--- src/rtl/core/hashed_key_value_table_macros.svh ---
// Assertion helpers shared by the RTL of the hashed key-value table.
// Every check samples on the rising clock edge and is off while reset is asserted.
`ifndef HASHED_KEY_VALUE_TABLE_MACROS_SVH
`define HASHED_KEY_VALUE_TABLE_MACROS_SVH

// Checks a property in every cycle outside reset.
`define HKV_ASSERT(label, prop, msg) \
	label: assert property (@(posedge clk) disable iff (!arst_n) (prop)) \
		else $error(msg);

// Checks that a trigger is followed in the next cycle by a consequence.
`define HKV_ASSERT_NEXT(label, trig, cons, msg) \
	`HKV_ASSERT(label, (trig) |=> (cons), msg)

`endif

--- src/rtl/core/hkv_fifo.sv ---
module hkv_fifo #(
	parameter int W     = 8,
	parameter int DEPTH = 2
) (
	input  logic         clk,
	input  logic         arst_n,
	input  logic         push,
	input  logic [W-1:0] wdata,
	output logic         full,
	input  logic         pop,
	output logic [W-1:0] rdata,
	output logic         empty
);

	localparam int PW = (DEPTH > 1) ? $clog2(DEPTH) : 1;
	localparam int CW = $clog2(DEPTH + 1);

	logic [W-1:0]  mem_q [DEPTH];
	logic [PW-1:0] wr_q;
	logic [PW-1:0] rd_q;
	logic [CW-1:0] cnt_q;
	logic          do_push;
	logic          do_pop;

	assign full    = (cnt_q == CW'(DEPTH));
	assign empty   = (cnt_q == '0);
	assign do_push = push && !full;
	assign do_pop  = pop && !empty;
	assign rdata   = mem_q[rd_q];

	always_ff @(posedge clk) begin
		if (do_push) begin
			mem_q[wr_q] <= wdata;
		end
	end

	always_ff @(posedge clk or negedge arst_n) begin
		if (!arst_n) begin
			wr_q  <= '0;
			rd_q  <= '0;
			cnt_q <= '0;
		end else begin
			if (do_push) begin
				wr_q <= (wr_q == PW'(DEPTH - 1)) ? '0 : wr_q + 1'b1;
			end
			if (do_pop) begin
				rd_q <= (rd_q == PW'(DEPTH - 1)) ? '0 : rd_q + 1'b1;
			end
			if (do_push && !do_pop) begin
				cnt_q <= cnt_q + 1'b1;
			end else if (do_pop && !do_push) begin
				cnt_q <= cnt_q - 1'b1;
			end
		end
	end

endmodule

--- config.mk ---
export PLATFORM = sky130hd
export DESIGN_NAME = hkv_fifo
export DESIGN_NICKNAME = d
export VERILOG_FILES = /design/src/rtl/core/hashed_key_value_table_macros.svh /design/src/rtl/core/hkv_fifo.sv
export SDC_FILE = /design/constraint.sdc
export NUM_CORES = 1
export LEC_CHECK = 0
export ABC_AREA = 1
export BUFFER_PORTS_ARGS = -buffer_cell sky130_fd_sc_hd__buf_4
export CAP_MARGIN = 10
export CORE_MARGIN = 1.5
export CORE_UTILIZATION = 48
export CTS_CLUSTER_SIZE = 10
export DETAILED_ROUTE_END_ITERATION = 8
export GPL_ROUTABILITY_DRIVEN = 0
export PLACE_DENSITY = 0.74
export SLEW_MARGIN = 30
export SYNTH_ARGS = -nofsm -noshare
export SYNTH_HDL_FRONTEND = slang
export SYNTH_SLANG_ARGS = --single-unit
--- constraint.sdc ---
create_clock -name clk -period 3 [get_ports clk]
set_clock_uncertainty 0.15 [all_clocks]
set_input_delay 0.15 -clock clk [delete_from_list [all_inputs] [get_ports clk]]
set_output_delay 0.15 -clock clk [all_outputs]
set_load 0.005 [all_outputs]
Word level (Yosys, flattened, before mapping)
Memories as Yosys holds them, arrays and structs flattened.
Index checks and enable logic that the tools add are counted.
{"block": "op_classes", "n_reduce_logical": 10, "muxes": 6, "eq_ne": 1, "n_addsub": 4}
{"cell": "1-bit logical AND", "n": 4}
{"cell": "1-bit zero test", "n": 4}
{"cell": "1-bit two-way mux", "n": 4}
{"cell": "2-bit two-way mux", "n": 2}
{"cell": "1-bit adder, second input constant", "n": 2}
{"cell": "2-bit by 1-bit adder with 2-bit output, second input constant", "n": 1}
{"cell": "2-bit equality test, second input constant", "n": 1}
{"cell": "2-bit zero test", "n": 1}
{"cell": "2-bit nonzero test", "n": 1}
{"cell": "2-bit by 1-bit subtractor with 2-bit output, second input constant", "n": 1}
{"block": "word_totals", "ramBits": 16, "memories": 1, "regBits": 4, "wordCells": 25, "out_inout_bits": 10, "inputBits": 12}
{"memory": "mem_q", "words": 2, "word_bits": 8, "rd": 1, "rd_clocked_by_memory_dff": 0, "wr": 1, "line_no": "hkv_fifo.sv:18", "rtl": "logic [W-1:0] mem_q [DEPTH];"}

Logic depth before layout (Yosys ltp)
Gate-level depths: netlist of the first run.
{"block": "logic_depth", "depth_word": 7, "depth_mapped": 9, "ltp_nobuf": 9}

Worst setup path before layout of the first run
No wires, ideal clock.
{"block": "synth_path", "path_kind": "reg-to-reg", "from": "reg cnt_q[1]", "to": "mem mem_q[1][0], enable pin", "n_path_buf": 0, "synth_period_minus_slack_ps": 1472, "path_stages_with_launch": 4, "slack_ps": 1528, "arrival_time_ps": 951, "t_required_ps": 2479, "setup_time_ps": 371, "path_cell_list": "dfrtp_1 -> inv_1 -> o21ai_0 -> nor2_1"}
{"block": "synth_between", "elab_chain_len": 5}
{"element": "start: declaration", "line_no": "hkv_fifo.sv:21", "rtl": "logic [CW-1:0] cnt_q;"}
{"element": "start signal: assignment", "line_no": "hkv_fifo.sv:50", "rtl": "cnt_q <= cnt_q + 1'b1;"}
{"element": "start signal: assignment", "line_no": "hkv_fifo.sv:52", "rtl": "cnt_q <= cnt_q - 1'b1;"}
{"element": "2-bit equality test", "line_no": "hkv_fifo.sv:25", "rtl": "assign full = (cnt_q == CW'(DEPTH));"}
{"element": "1-bit zero test", "line_no": "hkv_fifo.sv:27", "rtl": "assign do_push = push && !full;"}
{"element": "1-bit logical AND", "line_no": "hkv_fifo.sv:27"}
{"element": "1-bit two-way mux", "line_no": "hkv_fifo.sv:32", "rtl": "if (do_push) begin"}
{"element": "1-bit two-way mux (implied by the code)", "line_no": "hkv_fifo.sv:33", "rtl": "mem_q[wr_q] <= wdata;"}
{"element": "end: declaration", "line_no": "hkv_fifo.sv:18"}
Every way passes these cells.

Final worst setup path of the first run
{"block": "layout_path", "from": "reg cnt_q[0]", "to": "mem mem_q[1][6], enable pin"}
Same word-level chain as after synthesis.

==> results of run 1 <==
-- flip-flops by register name, indices dropped and copies added, names as in the netlist --
| name | cells |
|---|---|
| rd_q | 1 |
| wr_q | 1 |
| mem_q | 16 |
| cnt_q | 2 |
-- final timing paths --
kind                          start     endpoint  slack [ns]  depth (start not counted)
hold / removal               arst_n     cnt_q[0]        0.03                          2
min in group clk               push         wr_q        0.03                          4
max in group asynchronous    arst_n         rd_q        2.57                          2
hold reg to reg                wr_q         wr_q        0.36                          2
setup reg to reg           cnt_q[0]  mem_q[1][6]        1.32                          2
setup / recovery           cnt_q[0]  mem_q[1][6]        1.32                          2
-- synthesized netlist by cell type --
cell type  instances
buf_2              1
dfrtp_1            4
edfxtp_1          16
ha_1               1
inv_1              7
inv_2              1
nand2_1           33
nand3_1            1
nand3b_1           1
nand4_1            1
nor2_1             2
nor2_2             2
o21ai_0            2
xnor2_1            1
-- timing repair --
item / 4_1_cts / 5_1_grt
endpoints found under the setup margin: 0 / 0
hold buffers: 10 / 0
resized for setup: 0 / 0
endpoints found under the hold margin: 21 / 0
-- where the power goes --
group	internal [W]	total, W	leakage, nW	switching (W)
Sequential	0.000386	0.000441	0.197	0.0000548
Combinational	0.000170	0.000353	0.306	0.000183
Clock	0.0000518	0.000130	0.0150	0.0000783
-- stage by stage --
| stage | total power, W | utilization [%] | worst slack (ns) |
|---|---|---|---|
| final | 0.000924 | 71.9 | 1.32 |
| after global placement | 0.000775 | 63.7 | 1.38 |
| after floorplan | 0.000626 | - | 1.53 |
| after detailed placement | 0.000797 | 63.7 | 1.31 |
| after CTS | 0.000936 | 71.9 | 1.29 |
| after global routing | 0.000998 | 71.9 | 1.17 |
-- routing by layer --
| layer | GRT usage (%) | part of all wire (%) | vias to the layer above |
|---|---|---|---|
| met1 | 23.0 | 43 | 285 |
| met5 | 0 | 0 | - |
| li1 | - | - | 304 |
| met2 | 34.4 | 52 | 17 |
| met3 | 3.67 | 4.1 | 2 |
| met4 | 9.09 | 1.2 | 0 |
-- cell usage in the layout, fill, tap and decap left out --
cell	n
ha_1	1
nand2_1	33
nor2_2	2
inv_2	1
nand3_1	1
nor2_1	2
clkbuf_1	1
dfrtp_1	4
buf_4	21
clkbuf_4	3
o21ai_0	2
edfxtp_1	16
nand3b_1	1
nand4_1	1
xnor2_1	1
inv_1	7
dlygate4sd3_1	10
-- layout make-up --
cell class / count / share of cell area, %
Inverter: 8 / 2.71
Clock buffer: 4 / 2.37
Multi-Input combinational cell: 44 / 17.5
Timing Repair Buffer: 31 / 23.3
Tap cell: 16 / 1.81
Sequential cell: 20 / 52.4
-- kinds of logic after synthesis --
kind of cell,after synthesis
and+or+nand+nor,40
buffers and inverters,9
xor gates and xnor gates,1
adders and majority gates,1
AOI/OAI and AO/OA,2
DFF,20
==> results.sh, run 1 <==
export IMPL_slew_headroom_pct=55.5
export IMPL_crit_slowest_cell="nor2_1"
export IMPL_multi_input_area_um2=194
export IMPL_hpwlAfterDp_um=1090
export IMPL_cts_setup_buffers=0
export IMPL_min_period_ns=1.68
export IMPL_crit_buf_inv=0
export IMPL_clk_pin_slew_ns=0.10
export IMPL_wl_um=1560
export IMPL_cts_path_max_buffers=2
export IMPL_power_density_mw_per_mm2=833
export IMPL_seq_area_frac_synth_pct=71.7
export IMPL_syn_avg_cell_area_um2=11.1
export IMPL_insertion_delay_ns=0.29
export IMPL_syn_to_final_growth_pct=36.9
export IMPL_ys_top_cells_by_area="edfxtp_1, nand2_1, dfrtp_1"
export IMPL_fp_row_count=14
export IMPL_io_pins=22
export IMPL_hold_path_class="in2async"
export IMPL_syn_nets=86
export IMPL_critPathKind="reg2reg"
export IMPL_core_mm2=0.00154
export IMPL_fin_nets=121
export IMPL_synth_distinct_cells=14
export IMPL_cts_sinks=20
export IMPL_grt_pass1_wl_um=2630
export IMPL_critPathTopFamily="simple AND/OR/NAND/NOR gates"
export IMPL_antenna_found_initial=0
export IMPL_dieArea_mm2=0.00194
export IMPL_stdcell_count=123
export IMPL_crit_chain="o21ai_0 > nor2_1"
export IMPL_cp_start_kind="flip-flop"
export IMPL_post_route_period_util_pct=56.0
export IMPL_io_buffer_count=21
export IMPL_fillers=124
export IMPL_tightest_slew_ns=0.666
export IMPL_track_usage_pct=19.5
export IMPL_final_area_mm2=0.00111
export IMPL_ir_worst_vdd_uv=564
export IMPL_die_h_um=44.1
export IMPL_wire_per_inst_um=12.6
export IMPL_setup_violations_final=0
export IMPL_synth_top_family_by_area="simple AND/OR/NAND/NOR gates"
export IMPL_cp_arrival_ns=1.47
export IMPL_placed_cells=109
export IMPL_vias=608
export IMPL_yosys_warnings=0
export IMPL_synth_simple_area_share_pct=20.1
export IMPL_grt_pass1_vias=619
export IMPL_layout_area_seq_um2=581
export IMPL_synthXorXnorAreaFrac_pct=1.08
export IMPL_syn_inst=73
export IMPL_first_pass_iters=3
export IMPL_drtAntennaViolNets=0
export IMPL_grt_max_degree=12
export IMPL_synth_seq_cells=20
export IMPL_cpPeakStageDelay_ns=0.53
export IMPL_end_kind="flip-flop"
export IMPL_start_util_pct=52.5
export IMPL_cap_violations=0
export IMPL_drtIter0Drc=6
export IMPL_avgViaCountPerCell=4.94
export IMPL_tns_ns=0
export IMPL_fmax_mhz=595
export IMPL_syn_area_um2=810
export IMPL_synth_compound_area_share_pct=1.24
export IMPL_grt_overflow_total=0
export IMPL_synthAdderAreaFrac_pct=1.55
export IMPL_synthMuxAreaShare_pct=0
export IMPL_numCtsBuffers=3
export IMPL_hold_viol_final=0
export IMPL_drc=0
export IMPL_required_ns=2.79
export IMPL_status="finished clean"
export IMPL_cts_tree="built"
export IMPL_yosysTopAreaCellShare_pct=59.4
export IMPL_synth_top_area_cell="edfxtp_1"
export IMPL_dpl_cell_area_um2=982
export IMPL_p_leak_nw=0.518
export IMPL_whs_ns=0.0257
export IMPL_rsz0062_at_grt="false"
export IMPL_path_max_fanout=8
export IMPL_antennaDiodeCount=0
export IMPL_drive_above_1_share_pct=25.2
export IMPL_cts_root_buf="clkbuf_4"
export IMPL_finalMaxSlewViolations=0
export IMPL_cts_htree_levels=1
export IMPL_die_width_um=44.1
Power figures use the tool's default switching activity.
==> run 2: changes to the inputs <==
--- a/config.mk
+++ b/config.mk
@@ -5,7 +5,7 @@
 export SDC_FILE = /design/constraint.sdc
 export NUM_CORES = 1
 export LEC_CHECK = 0
-export ABC_AREA = 1
+export ABC_AREA = 0
 export BUFFER_PORTS_ARGS = -buffer_cell sky130_fd_sc_hd__buf_4
 export CAP_MARGIN = 10
 export CORE_MARGIN = 1.5
==> constraint.sdc (replaced) <==
create_clock -name clk -period 1.7 [get_ports clk]
set_clock_uncertainty 0.15 [all_clocks]
set_input_delay 0.085 -clock clk [delete_from_list [all_inputs] [get_ports clk]]
set_output_delay 0.085 -clock clk [all_outputs]
set_load 0.005 [all_outputs]
==> run 2 against run 1 <==
Net effect: die area is 3.2% lower; synthesized cell count is 40% lower; sequential cell count stayed put.
==> results.sh, run 2 <==
export IMPL_stdcell_count=100
export IMPL_required_ns=1.77
export IMPL_rrSetupSlack_ns=0.09
export IMPL_power_density_mw_per_mm2=1430
export IMPL_cp_arrival_ns=1.68
export IMPL_worstHoldEndpoint="mem_q[0][7]"
export IMPL_syn_inst=44
export IMPL_synth_most_common_cell="edfxtp_1"
export IMPL_min_period_ns=1.61
export IMPL_drtAntennaViolNets=0
export IMPL_grt_overflow_total=0
export IMPL_hpwlAfterDp_um=868
export IMPL_fmax_mhz=621
export IMPL_cts_root_buf="clkbuf_4"
export IMPL_synth_edf_count=16
export IMPL_track_usage_pct=14.9
export IMPL_core_mm2=0.00152
export IMPL_tns_ns=0
export IMPL_top_register="mem_q"
export IMPL_ir_worst_vdd_uv=960
export IMPL_tightest_slew_ns=0.228
export IMPL_layout_common_cells="buf_4, edfxtp_1, dlygate4sd3_1, mux2_1"
export IMPL_largest_reg_flops=16
export IMPL_antennaDiodeCount=0
export IMPL_synth_distinct_cells=15
export IMPL_antenna_found_initial=0
export IMPL_fillers=106
export IMPL_cts_sinks=20
export IMPL_avgViaCountPerCell=4.95
export IMPL_cts_path_max_buffers=2
export IMPL_die_width_um=43.4
export IMPL_vias=495
export IMPL_hold_depth=2
export IMPL_synth_top_area_cell="edfxtp_1"
export IMPL_yosys_warnings=0
export IMPL_syn_avg_cell_area_um2=17.8
export IMPL_end_kind="flip-flop"
export IMPL_synthArstFlopShare_pct=20.0
export IMPL_clk_pin_slew_ns=0.11
export IMPL_wl_um=1310
export IMPL_path_max_fanout=5
export IMPL_first_pass_iters=4
export IMPL_crit_reg2reg_launch="cnt_q[0]"
export IMPL_multi_input_area_um2=196
export IMPL_critPathKind="reg2reg"
export IMPL_slew_headroom_pct=84.8
export IMPL_hold_path_class="in2reg"
export IMPL_cts_htree_levels=1
export IMPL_fp_row_count=14
export IMPL_drive_above_1_share_pct=40.5
export IMPL_io_buffer_count=21
export IMPL_synth_seq_cells=20
export IMPL_cp_start_kind="flip-flop"
export IMPL_insertion_delay_ns=0.29
export IMPL_grt_max_degree=12
export IMPL_syn_to_final_growth_pct=45.8
export IMPL_finalMaxSlewViolations=0
export IMPL_yosysTopAreaCellShare_pct=61.4
export IMPL_placed_cells=84
export IMPL_grt_pass1_vias=493
export IMPL_p_leak_nw=0.483
export IMPL_cts_tree="built"
export IMPL_dieArea_mm2=0.00188
export IMPL_syn_area_um2=782
export IMPL_final_common_cell="buf_4"
export IMPL_fin_nets=98
export IMPL_cap_violations=0
export IMPL_numCtsBuffers=3
export IMPL_yosys_top_cells_count="edfxtp_1, mux2_1, dfrtp_1"
export IMPL_hold_start="wdata[7]"
export IMPL_drc=0
export IMPL_ys_top_cells_by_area="edfxtp_1, dfrtp_1, mux2_1"
export IMPL_timing_rr_end="cnt_q[1]"
export IMPL_reg_largest_list="mem_q: 16 flops, cnt_q: 2 flops"
export IMPL_grt_pass1_wl_um=1980
export IMPL_wire_per_inst_um=13.1
export IMPL_io_pins=22
export IMPL_status="finished clean"
export IMPL_drtIter0Drc=13
export IMPL_start_util_pct=51.3
export IMPL_post_route_period_util_pct=94.7
export IMPL_die_h_um=43.4
export IMPL_ys_flop_type="edfxtp_1"
export IMPL_hold_viol_final=0
export IMPL_seq_area_frac_synth_pct=74.2
export IMPL_setup_violations_final=0
export IMPL_layout_area_seq_um2=582
export IMPL_reg2regPathDepth=7
export IMPL_rsz0062_at_grt="false"
export IMPL_syn_nets=57
==> run 2: logic make-up (layout without fill, tap and decap cells) <==
logic type	count (synthesis)	in the layout	synth area share, %
AO/OA/AOI/OAI	1	1	0.639
flip-flops	20	20	74.2
multiplexers	8	8	11.5
buffers and inverters	3	43	1.60
AND/OR/NAND/NOR	6	6	3.84
XOR/XNOR	5	5	6.56
adder cells (fa/ha/maj)	1	1	1.60
==> run 2: where the power goes <==
group          switching [W]  internal [W]
clock               0.000138     0.0000855
combinational       0.000229      0.000382
sequential          0.000113      0.000686
==> run 2: worst max-delay path, cell delays in order, from the launching register on <==
cell and delay (ns):
dfrtp_1 0.45, nand2b_4 0.17, nand2_2 0.10, inv_1 0.05, ha_1 0.19, xor2_1 0.15
nor2_1 0.12, xor2_1 0.16
==> run 2: repair_timing <==
item | CTS | global route
hold endpoints to repair | 22 | 0
endpoints found under the setup margin | 0 | 7
resized for setup | 0 | 2
setup buffers | 0 | 0
hold buffers | 12 | 0
==> run 2: how the worst max path moves through the flow <==
stage / start / end / slack, ns
after floorplan: cnt_q[0] / mem_q[0][0] / 0.16
after global placement: cnt_q[0] / cnt_q[1] / 0.11
after global routing: cnt_q[0] / cnt_q[1] / 0.01
after detailed placement: cnt_q[0] / cnt_q[1] / 0.06
after CTS: rd_q / rdata[0] / 0.03
final: cnt_q[0] / cnt_q[1] / 0.09
==> run 2: metrics by stage <==
| step | util [%] | cell area [um2] | setup slack, ns | total power (W) | hold WS (ns) |
|---|---|---|---|---|---|
| 2_1_floorplan | - | 782 | 0.158 | 0.00109 | -0.361 |
| 3_3_place_gp | 64.6 | 985 | 0.114 | 0.00136 | -0.266 |
| 3_5_place_dp | 64.6 | 985 | 0.0643 | 0.00138 | -0.265 |
| 4_1_cts | 74.2 | 1130 | 0.0275 | 0.00162 | 0.352 |
| 5_1_grt | 74.8 | 1140 | 0.0149 | 0.00172 | 0.362 |
| 6_report | 74.8 | 1140 | 0.0903 | 0.00163 | 0.362 |
==> run 2: final cells by class <==
type | instances | share of cell area [%]
flip-flops and latches | 20 | 51.0
repair buffers | 37 | 27.0
multi-input cells | 21 | 17.2
clock buffers | 3 | 1.98
well taps | 16 | 1.76
inverters | 2 | 0.659
clock inverters | 1 | 0.329
==> run 2: per-layer routing <==
layer	GRT usage (%)	wire length [um]
met1	16.7	509
met2	26.6	702
met4	7.88	44
met5	0	0
met3	2.92	56
