File: config.mk
export PLATFORM = sky130hd
export DESIGN_NAME = hkv_front
export DESIGN_NICKNAME = d
export VERILOG_FILES = /design/src/rtl/core/hashed_key_value_table_macros.svh /design/src/rtl/core/hkv_pkg.sv /design/src/rtl/core/hkv_front.sv
export SDC_FILE = /design/constraint.sdc
export NUM_CORES = 1
export LEC_CHECK = 0
export BUFFER_PORTS_ARGS = -buffer_cell sky130_fd_sc_hd__buf_2
export CORE_UTILIZATION = 53
export DETAILED_ROUTE_END_ITERATION = 8
export GPL_TIMING_DRIVEN = 0
export PLACE_DENSITY = 0.77
export SLEW_MARGIN = 20
export SYNTH_ARGS = -nofsm -noshare
export SYNTH_HDL_FRONTEND = slang
export SYNTH_SLANG_ARGS = --single-unit
export TNS_END_PERCENT = 30
File: constraint.sdc
create_clock -name vclk -period 5.9
set_clock_uncertainty 0.05 [all_clocks]
set_input_delay 0 -clock vclk [all_inputs]
set_output_delay 0 -clock vclk [all_outputs]
set_load 0.1 [all_outputs]
File: src/rtl/core/hashed_key_value_table_macros.svh
// Assertion helpers shared by the RTL of the hashed key-value table.
// Every check samples on the rising clock edge and is off while reset is asserted.
`ifndef HASHED_KEY_VALUE_TABLE_MACROS_SVH
`define HASHED_KEY_VALUE_TABLE_MACROS_SVH

// Checks a property in every cycle outside reset.
`define HKV_ASSERT(label, prop, msg) \
	label: assert property (@(posedge clk) disable iff (!arst_n) (prop)) \
		else $error(msg);

// Checks that a trigger is followed in the next cycle by a consequence.
`define HKV_ASSERT_NEXT(label, trig, cons, msg) \
	`HKV_ASSERT(label, (trig) |=> (cons), msg)

`endif

File: src/rtl/core/hkv_pkg.sv
package hkv_pkg;

	localparam int KEY_W = 32;
	localparam int VAL_W = 32;
	localparam int CNT_W = 9;

	// Golden-ratio multiplier of the bucket hash.
	localparam logic [31:0] HASH_MULT = 32'h61C8_8647;

	// Request action codes.
	localparam logic [1:0] ACT_INSERT = 2'd0;
	localparam logic [1:0] ACT_LOOKUP = 2'd1;
	localparam logic [1:0] ACT_DELETE = 2'd2;

	// Response status codes.
	localparam logic [1:0] ST_OK        = 2'd0;
	localparam logic [1:0] ST_NOT_FOUND = 2'd1;
	localparam logic [1:0] ST_FULL      = 2'd2;

	typedef enum logic [1:0] {
		OP_INSERT,
		OP_LOOKUP,
		OP_DELETE,
		OP_NOP
	} op_t;

	typedef struct packed {
		logic [1:0]       action;
		logic [KEY_W-1:0] key;
		logic [VAL_W-1:0] value;
	} req_beat_t;

	typedef struct packed {
		logic [1:0]       status;
		logic             was_update;
		logic [VAL_W-1:0] value_out;
		logic [CNT_W-1:0] entry_count;
	} rsp_beat_t;

	typedef struct packed {
		op_t              op;
		logic [KEY_W-1:0] key;
		logic [VAL_W-1:0] value;
	} cmd_t;

endpackage

File: src/rtl/core/hkv_front.sv
module hkv_front #(
	parameter int BUCKETS  = 64,
	parameter int KEY_BITS = 32,
	localparam int BW = $clog2(BUCKETS)
) (
	input  hkv_pkg::req_beat_t req,
	output hkv_pkg::cmd_t      cmd,
	output logic [BW-1:0]      bkt
);

	// Hash bits: floor(log2(BUCKETS)); buckets above a power of two stay unused.
	localparam int HB = $clog2(BUCKETS + 1) - 1;
	localparam int KW = (KEY_BITS < hkv_pkg::KEY_W) ? KEY_BITS : hkv_pkg::KEY_W;

	logic [hkv_pkg::KEY_W-1:0] key_m;
	logic [31:0]               prod;

	assign key_m = hkv_pkg::KEY_W'(req.key[KW-1:0]);
	assign prod  = key_m * hkv_pkg::HASH_MULT;
	assign bkt   = BW'(prod[31 -: HB]);

	always_comb begin
		cmd.key   = key_m;
		cmd.value = req.value;
		case (req.action)
			hkv_pkg::ACT_INSERT: cmd.op = hkv_pkg::OP_INSERT;
			hkv_pkg::ACT_LOOKUP: cmd.op = hkv_pkg::OP_LOOKUP;
			hkv_pkg::ACT_DELETE: cmd.op = hkv_pkg::OP_DELETE;
			default:             cmd.op = hkv_pkg::OP_NOP;
		endcase
	end

endmodule

After elaboration in Yosys (flattened, before gate mapping)
Cells that the tools add are included.

$mul: 1. Eq/ne operators: 2. Muxes and demuxes: 1. Reductions and logical operators: 1.

Operator list (number): $mul 32x31->32 const B (1); $pmux 2 s3 (1); $eq 2x1->1 const B (1); $eq 2x2->1 const B (1); $logic_not 2->1 (1).

Register bits: 0. Input bits: 66. Output and inout bits: 72. Logic and storage cells: 5.

Logic depth before layout (Yosys ltp)
Gate-level depths: netlist of run 1.

Word-level depth: 2. Gate-level depth with buffers: 21. Mapped depth without buffers: 21.

Worst setup path before layout of run 1
No wires, ideal clock.

Path type: input -> output. Start point: input port req[38] in the netlist's numbering. End point: output port bkt[5]. Arrival time: 6.326 ns. Data required time: 5.850 ns. Path slack: -0.476 ns. Stages on the path: 18. Cell sequence: inv_1 -> fa_1 -> inv_1 -> ha_1 -> ha_1 -> inv_1 -> fa_1 -> fa_1 -> fa_1 -> inv_1 -> fa_1 -> inv_1 -> fa_1 -> inv_1 -> ha_1 -> nor3b_1 -> a221o_1 -> xnor2_1.

Word-level cells in the longest chain between the ends: 1.

Ends and longest elaborated chain: start, declared (RTL line hkv_front.sv:6) `input hkv_pkg::req_beat_t req,`; $mul 32x31->32 (RTL line hkv_front.sv:19) `assign prod = key_m * hkv_pkg::HASH_MULT;`; end, declared (RTL line hkv_front.sv:8) `output logic [BW-1:0] bkt`.

Every way passes these cells.

Worst setup path after layout of run 1
Same ends and word-level chain as after synthesis.

==> metrics.md, run 1 <==
| Metric | Value |
|---|---|
| GPL Wtd Cong | `0.887` |
| Post-Syn Nets | `about 1100` |
| Mux contribution to synthesized area | `0` |
| Syn. warnings | `0` |
| Sequential area share after synthesis | `0` |
| Top Ports | `between 100 and 150` |
| Synth unique cells | `35` |
| WHS Path Cells | `2` |
| Die width | `roughly 120 microns` |
| Overall global routing resource usage | `0.237` |
| Placed insts | `986` |
| GR Overflow Total | `0` |
| Worst-Margin Slew | `around 470 ps` |
| Adder-Cell Fraction of Synth Area | `0.693` |
| Vias in the first global route | `approximately 4900` |
| Die Area | `about 14000 sq um` |
| Vias per cell | `about 4.9` |
| TNS Setup | `0 ps` |
| Post-Synthesis Cells | `710` |
| # rows | `41` |
| Simple-Gate Fraction of Synth Area | `0.0312` |
| Startpoint Class | `input port` |
| Largest family of logic cells by synthesized area | `adder cells` |
| Final Util | `0.613` |
| Avg Inst Size Synth | `9.76 sq um` |
| Hold_sp | `req[65]` |
| Final setup fails | `0` |
| Cts hold-fix bufs | `0` |
| Pre-antenna DRT Iters | `4` |
| # diodes | `0` |
| Max-slew violation count | `0` |
| Compound-Gate Fraction of Synth Area | `0.0419` |
| Pin count of the biggest net entering global routing | `10` |
| Residual DRC | `0` |
| Share of post-route cells with drive strength above 1 | `0.228` |
| CP required | `around 5900 ps` |
| HP Class | `input port to primary output` |
| Core area | `about 13000 sq um` |
| CP max stage cell | `fa_1` |
| Cell chain of the critical path | `clkbuf_4 -> clkinvlp_4 -> fa_1 -> inv_1 -> ha_1 -> ha_1 -> inv_1 -> fa_1 -> fa_2 -> fa_1 -> inv_1 -> fa_1 -> inv_1 -> fa_1 -> inv_1 -> ha_1 -> nor3b_1 -> a221o_1 -> xnor2_2 -> buf_8` |
| Post-synthesis cell area | `6930 sq um` |
| Max Cap Violations | `0` |
| First-pass GRT wire length | `about 24000 microns` |
| Die H | `roughly 120 microns` |
| CP max FO | `7` |
| Crit path capture type | `primary output` |
| Fin nets | `around 1200` |
| Area grow syn2layout | `12.1%` |
| Critical path class | `input port to primary output` |
| Fin. Hold Viols | `0` |
| Clk_buf instances | `0` |
| RSZ-0062 raised after global routing | `no` |
| Period utilization | `0.966` |
| Slowest stage delay, CP | `a little under 600 ps` |
| Fmax | `~180 MHz` |
| CP Data Arrival Time | `between 5000 and 6000 ps` |
| FF+latch area | `0 sq um` |
| IO buf count | `about 100` |
| Post-Layout Cell Count | `about 990` |
| Setup crit end | `bkt[5]` |
| Hpwl dp | `approximately 13000 microns` |
| Worst setup path start | `req[38]` |
| Initial antenna violation count | `0` |
| Initial Utilization | `0.547` |
| Footprint of the multi-input gates | `between 5000 and 6000 sq um` |
| Iteration-0 DRC Markers | `157` |
| Routed vias | `between 4000 and 5000` |
| Post-Synth XOR/XNOR Area | `0.0379` |
| Tmin final | `5700 ps` |
| Final instance area | `roughly 7800 sq um` |
| Detailed Route WL | `approximately 15000 microns` |
| Antenna viol nets, final | `0` |
| Status | `completed` |
| Seq Cell Count | `0` |
| Placed inst area | `~7700 sq um` |
| Avg WL per Cell | `14.8 microns` |
| # fillers | `between 900 and 1000` |
| Slew headroom | `0.682` |
==> layout by cell type (no fill, tap or decap), drive strengths merged <==
cell and n:
a221oi 1, clkinvlp 1, nor2 8, o211ai 1, o21a 2, xor2 4, nand4 4, a211oi 2
nand3b 1, nor3b 1, and3 1, clkbuf 7, ha 166, nor3 3, or4 1, a21o 8
o21ai 6, nand3 8, o2111ai 1, a221o 1, buf 166, nor4 1, nand4b 1, a31oi 1
nand2 7, nand2b 3, xnor2 26, fa 136, a41oi 1, o31ai 1, o41ai 1, or3 1
inv 231, a21oi 14
==> metal layers <==
metal / wire length (microns) / GRT usage / vias to the layer above
li1: - / - / 2308
met1: 6430 / 0.339 / 2332
met2: 6990 / 0.393 / 156
met3: 726 / 0.0119 / 32
met4: 490 / 0.0684 / 0
met5: 0 / 0 / -
==> stage by stage <==
step,hold slack (ps),worst slack [ps]
2_1_floorplan,162,-374
3_3_place_gp,293,-137
3_5_place_dp,293,-175
4_1_cts,295,-8.73
5_1_grt,301,0.218
6_report,294,201
==> synth_stat cells (2+ instances only) <==
library cell / n / area, sq um
inv_1: 232 / 871
ha_1: 166 / 2080
fa_1: 136 / 2720
buf_4: 64 / 480
xnor2_1: 26 / 228
a21oi_1: 12 / 60.1
nand3_1: 8 / 40.0
nor2_1: 8 / 30.0
a21o_1: 7 / 52.6
nand2_1: 7 / 26.3
o21ai_0: 6 / 30.0
nand4_1: 4 / 25.0
xor2_1: 4 / 35.0
nand2b_1: 3 / 18.8
nor3_1: 3 / 15.0
a211oi_1: 2 / 15.0
a21oi_2: 2 / 17.5
clkbuf_1: 2 / 7.51
o21a_1: 2 / 15.0
==> layout make-up <==
| class | instances | share of cell area |
|---|---|---|
| Multi-Input combinational cell | 412 | 0.721 |
| Inverter | 232 | 0.113 |
| Timing Repair Buffer | 107 | 0.0755 |
| Buffer | 66 | 0.0628 |
| Tap cell | 172 | 0.0277 |
==> worst min-delay path by stage <==
| stage | to | slack (ps) |
|---|---|---|
| global route | cmd[64] | 300 |
| CTS | cmd[65] | 290 |
| finish | cmd[65] | 290 |
| floorplan | cmd[0] | 160 |
| detailed placement | cmd[64] | 290 |
| global placement | cmd[65] | 290 |
==> worst max-delay path: cells and delay by family <==
kind / cells / cell delay (ps)
AO/OA/AOI/OAI: 1 / 340
XOR/XNOR: 1 / 170
adder cells (fa/ha/maj): 9 / 4120
buffers and inverters: 8 / 860
AND/OR/NAND/NOR: 1 / 150
==> kinds of logic after synthesis <==
logic type | count (synthesis)
simple gates | 40
compound gates | 40
fa+ha+maj | 302
buf+inv | 298
xor+xnor | 30
==> repair_timing <==
action / 4_1_cts / 5_1_grt
resized for setup: 8 / 15
pin swaps: 0 / 4
cloned: 0 / 0
buffers inserted: 0 / 3
endpoints found under the setup margin: 6 / 6
Power of run 1 is not shown: default switching activity piles up to over one toggle a cycle in this logic, so the estimate is an artifact.
==> inputs of run 2 (changes only) <==
Settings changed: ABC_AREA from default to 1.
==> metrics.md, run 2 <==
| Metric | Value |
|---|---|
| Fin nets | `approximately 1400` |
| Hold_sp | `req[64]` |
| Synth top area share | `0.364` |
| Syn. warnings | `0` |
| Pin count of the biggest net entering global routing | `10` |
| GPL Wtd Cong | `between 0.9 and 1` |
| Period utilization | `0.968` |
| Yosys top cell by area | `fa_1` |
| First-pass GRT wire length | `27700 microns` |
| Slew headroom | `0.665` |
| Startpoint Class | `input port` |
| CP required | `5850 ps` |
| Seq Cell Count | `0` |
| RSZ-0062 raised after global routing | `yes` |
| GR Overflow Total | `0` |
| Routed vias | `~5700` |
| # diodes | `0` |
| Initial antenna violation count | `0` |
| Die width | `between 100 and 150 microns` |
| Hpwl dp | `around 15000 microns` |
| Cts hold-fix bufs | `0` |
| Commonest non-fill, non-tap cells in the layout | `inv_1, ha_1, fa_1` |
| Tmin final | `about 5700 ps` |
| CP Data Arrival Time | `around 5700 ps` |
| CP max FO | `7` |
| Most frequent cells after synthesis | `inv_1, ha_1, fa_1` |
| Final setup fails | `0` |
| WHS Path Cells | `2` |
| Crit path capture type | `primary output` |
| Residual DRC | `0` |
| Max-slew violation count | `0` |
| Post-Synthesis Cells | `~890` |
| Max Cap Violations | `0` |
| # rows | `43` |
| Overall global routing resource usage | `0.246` |
| IO buf count | `approximately 100` |
| Die Area | `between 10000 and 15000 sq um` |
| Share of post-route cells with drive strength above 1 | `0.193` |
| Iteration-0 DRC Markers | `around 230` |
| Count leader, synth | `inv_1` |
| TNS Setup | `0 ps` |
| Hold EP | `cmd[64]` |
| Pre-antenna DRT Iters | `4` |
| Die H | `about 120 microns` |
| Detailed Route WL | `16600 microns` |
| Initial Utilization | `0.541` |
| Area grow syn2layout | `11.8%` |
| FF+latch area | `0 sq um` |
| Critical path class | `input port to primary output` |
| # fillers | `1167` |
| Core area | `~14000 sq um` |
| Antenna viol nets, final | `0` |
| Vias in the first global route | `approximately 5700` |
| Clk_buf instances | `0` |
| Post-synthesis cell area | `about 7500 sq um` |
| Top Ports | `138` |
| Fin. Hold Viols | `0` |
| Avg Inst Size Synth | `8.42 sq um` |
| Sequential area share after synthesis | `0` |
| Worst-Margin Slew | `506 ps` |
| Post-Syn Nets | `approximately 1300` |
| Vias per cell | `4.85` |
| Status | `completed` |
| Avg WL per Cell | `approximately 14 microns` |
| Synth unique cells | `32` |
| Synth area leaders | `fa_1, ha_1, inv_1` |
| Most common cell after layout, fill and taps aside | `inv_1` |
| Fmax | `~180 MHz` |
| HP Class | `input port to primary output` |
-- run 2: changes by cell type after synthesis, moves of 4 or more --
cell	change
a21oi_1	+9
inv_1	+51
nand2_1	+99
nand3_1	+19
nor2_1	+19
o21ai_0	+4
xnor2_1	-22
-- run 2: logic make-up after synthesis --
logic type | count (synthesis) | synth area share
fa+ha+maj | 302 | 0.641
buf+inv | 350 | 0.208
simple gates | 175 | 0.0977
compound gates | 55 | 0.0450
xor+xnor | 7 | 0.00819
-- run 2: per-layer routing --
| metal | vias up | track usage | wire (microns) |
|---|---|---|---|
| li1 | 2820 | - | - |
| met1 | 2688 | 0.331 | 7260 |
| met2 | 151 | 0.430 | 8080 |
| met3 | 35 | 0.0198 | 808 |
| met4 | 0 | 0.0571 | 454 |
| met5 | - | 0 | 0 |
-- run 2: how the worst max path moves through the flow --
stage	start	slack, ps	cells past startpoint	endpoint
2_1_floorplan	req[50]	170	19	bkt[0]
3_3_place_gp	req[38]	-480	25	bkt[5]
3_5_place_dp	req[38]	-500	25	bkt[5]
4_1_cts	req[38]	20	23	bkt[4]
5_1_grt	req[38]	-90	27	bkt[5]
6_report	req[38]	190	27	bkt[5]
-- run 2: what timing repair did --
item / 4_1_cts / 5_1_grt
pin swaps: 2 / 10
setup endpoints to repair: 2 / 5
buffers inserted: 2 / 0
gates resized for setup: 12 / 21
-- run 2: layout make-up --
cell class,instances,area (sq um),share of cell area
plain buffers,66,488,0.0583
inverters,284,1070,0.128
multi-input cells,539,5980,0.715
well taps,180,225,0.0269
repair buffers,106,598,0.0715
-- run 2: metrics by stage --
stage	instances	hold slack, ps	setup WS (ps)	utilization	instance area, sq um
6_report	1175	294	191	0.605	8370
5_1_grt	1175	297	-87.2	0.605	8370
4_1_cts	1175	295	24.7	0.600	8290
3_5_place_dp	1173	293	-504	0.596	8240
3_3_place_gp	1173	293	-475	0.596	8240
2_1_floorplan	889	162	167	-	7490
-- run 2: critical path, stage by stage --
cell and delay, ps:
buf_8 110, clkinvlp_4 140, buf_6 150, fa_1 500, inv_1 40, ha_1 190, ha_1 270, inv_1 50
fa_1 520, fa_1 540, fa_1 520, inv_1 60, fa_1 540, inv_1 60, fa_2 600, inv_2 50
ha_4 290, inv_1 60, nor3_2 130, nand2_1 120, nor3_2 100, nand2_1 110, nand3_4 130, inv_1 50
nand3_1 80, nand2_2 70, buf_12 160
Power of run 2 is left out for the same reason.
==> inputs of run 3 (changes only) <==
Settings changed: BUFFER_PORTS_ARGS -buffer_cell sky130_fd_sc_hd__buf_2 to default, DONT_BUFFER_PORTS from default to 1, PLACE_DENSITY 0.77 to 0.68.
Clock period 5.9 ns to 5.5 ns, I/O delays scaled along.
==> metrics.md, run 3 (synthesis results as in run 2) <==
| Metric | Value |
|---|---|
| Status | `completed` |
| Worst-Margin Slew | `1150 ps` |
| Pre-antenna DRT Iters | `4` |
| Overall global routing resource usage | `0.249` |
| Avg WL per Cell | `15.5 microns` |
| Die width | `between 100 and 150 microns` |
| IO buf count | `0` |
| GR Overflow Total | `0` |
| Slew headroom | `0.238` |
| Share of post-route cells with drive strength above 1 | `0.145` |
| Critical path class | `input port to primary output` |
| Vias in the first global route | `around 5500` |
| FF+latch area | `0 sq um` |
| Die Area | `14600 sq um` |
| Period utilization | `0.972` |
| CP required | `5450 ps` |
| Max Cap Violations | `0` |
| Detailed Route WL | `16700 microns` |
| Tmin final | `5350 ps` |
| Iteration-0 DRC Markers | `~180` |
| First-pass GRT wire length | `about 28000 microns` |
| Placed insts | `around 1100` |
| Fin. Hold Viols | `0` |
| Fin nets | `between 1000 and 1500` |
| Most common cell after layout, fill and taps aside | `inv_1` |
| Area grow syn2layout | `8.01%` |
| Max-slew violation count | `0` |
| CP max FO | `8` |
| CP Data Arrival Time | `about 5300 ps` |
| Initial Utilization | `0.541` |
| Core area | `between 10000 and 15000 sq um` |
| Die H | `around 120 microns` |
| Startpoint Class | `input port` |
| Seq Cell Count | `0` |
| Final setup fails | `0` |
| Fmax | `roughly 190 MHz` |
| Residual DRC | `0` |
| # rows | `43` |
| Top Ports | `between 100 and 150` |
| RSZ-0062 raised after global routing | `yes` |
| Pin count of the biggest net entering global routing | `10` |
| Routed vias | `between 5000 and 6000` |
| Hpwl dp | `about 15000 microns` |
| Commonest non-fill, non-tap cells in the layout | `inv_1, ha_1, fa_1` |
| Antenna viol nets, final | `0` |
| GPL Wtd Cong | `slightly below 0.9` |
| Crit path capture type | `primary output` |
| Initial antenna violation count | `0` |
| HP Class | `input port to primary output` |
| Post-Layout Cell Count | `approximately 1100` |
| Vias per cell | `4.93` |
| Clk_buf instances | `0` |
| Footprint of the multi-input gates | `6220 sq um` |
| # diodes | `0` |
| # fillers | `~1300` |
==> run 3: critical path: stages <==
cell and delay, ps:
clkinvlp_4 100, fa_1 540, inv_1 40, ha_1 190
ha_2 170, fa_1 480, inv_1 50, fa_1 470
fa_1 610, fa_2 500, fa_1 530, inv_1 70
ha_4 290, inv_2 60, nor3_4 180, inv_2 70
nor2_4 100, nand3_1 100, nand2_2 130, xor2_4 590
==> run 3: layout make-up <==
cell class,count,area share
multi-input cells,539,0.770
inverters,284,0.135
plain buffers,66,0.0604
well taps,180,0.0279
repair buffers,8,0.00743
==> run 3: what timing repair did <==
item                                    in CTS  in global routing
hold buffers                                 0                  0
gates cloned                                 0                  0
pin swaps                                   10                 27
endpoints found under the setup margin       6                  6
buffers inserted                             2                  6
hold endpoints to repair                     0                  0
resized for setup                           15                 49
==> run 3: metal layers <==
layer  global-route usage  share of wire
met5                    0              0
met4               0.0586          0.021
met3               0.0415          0.055
met2                0.421           0.49
met1                0.334           0.44
==> run 3: final timing paths <==
path | from | end | depth (start not counted)
setup / recovery | req[34] | bkt[4] | 20
hold / removal | req[12] | cmd[12] | 1
==> run 3: through the flow <==
| step | util | setup TNS, ps | hold WS, ps | setup slack (ps) | cell area (sq um) |
|---|---|---|---|---|---|
| finish | 0.584 | 0 | 162 | 152 | 8080 |
| global route | 0.584 | -61.5 | 163 | -32.2 | 8080 |
| CTS | 0.566 | -331 | 163 | -143 | 7820 |
| detailed placement | 0.559 | -1780 | 163 | -889 | 7720 |
| global placement | 0.558 | -2010 | 163 | -807 | 7710 |
| floorplan | - | -435 | 162 | -233 | 7490 |
Power of run 3 is left out for the same reason.
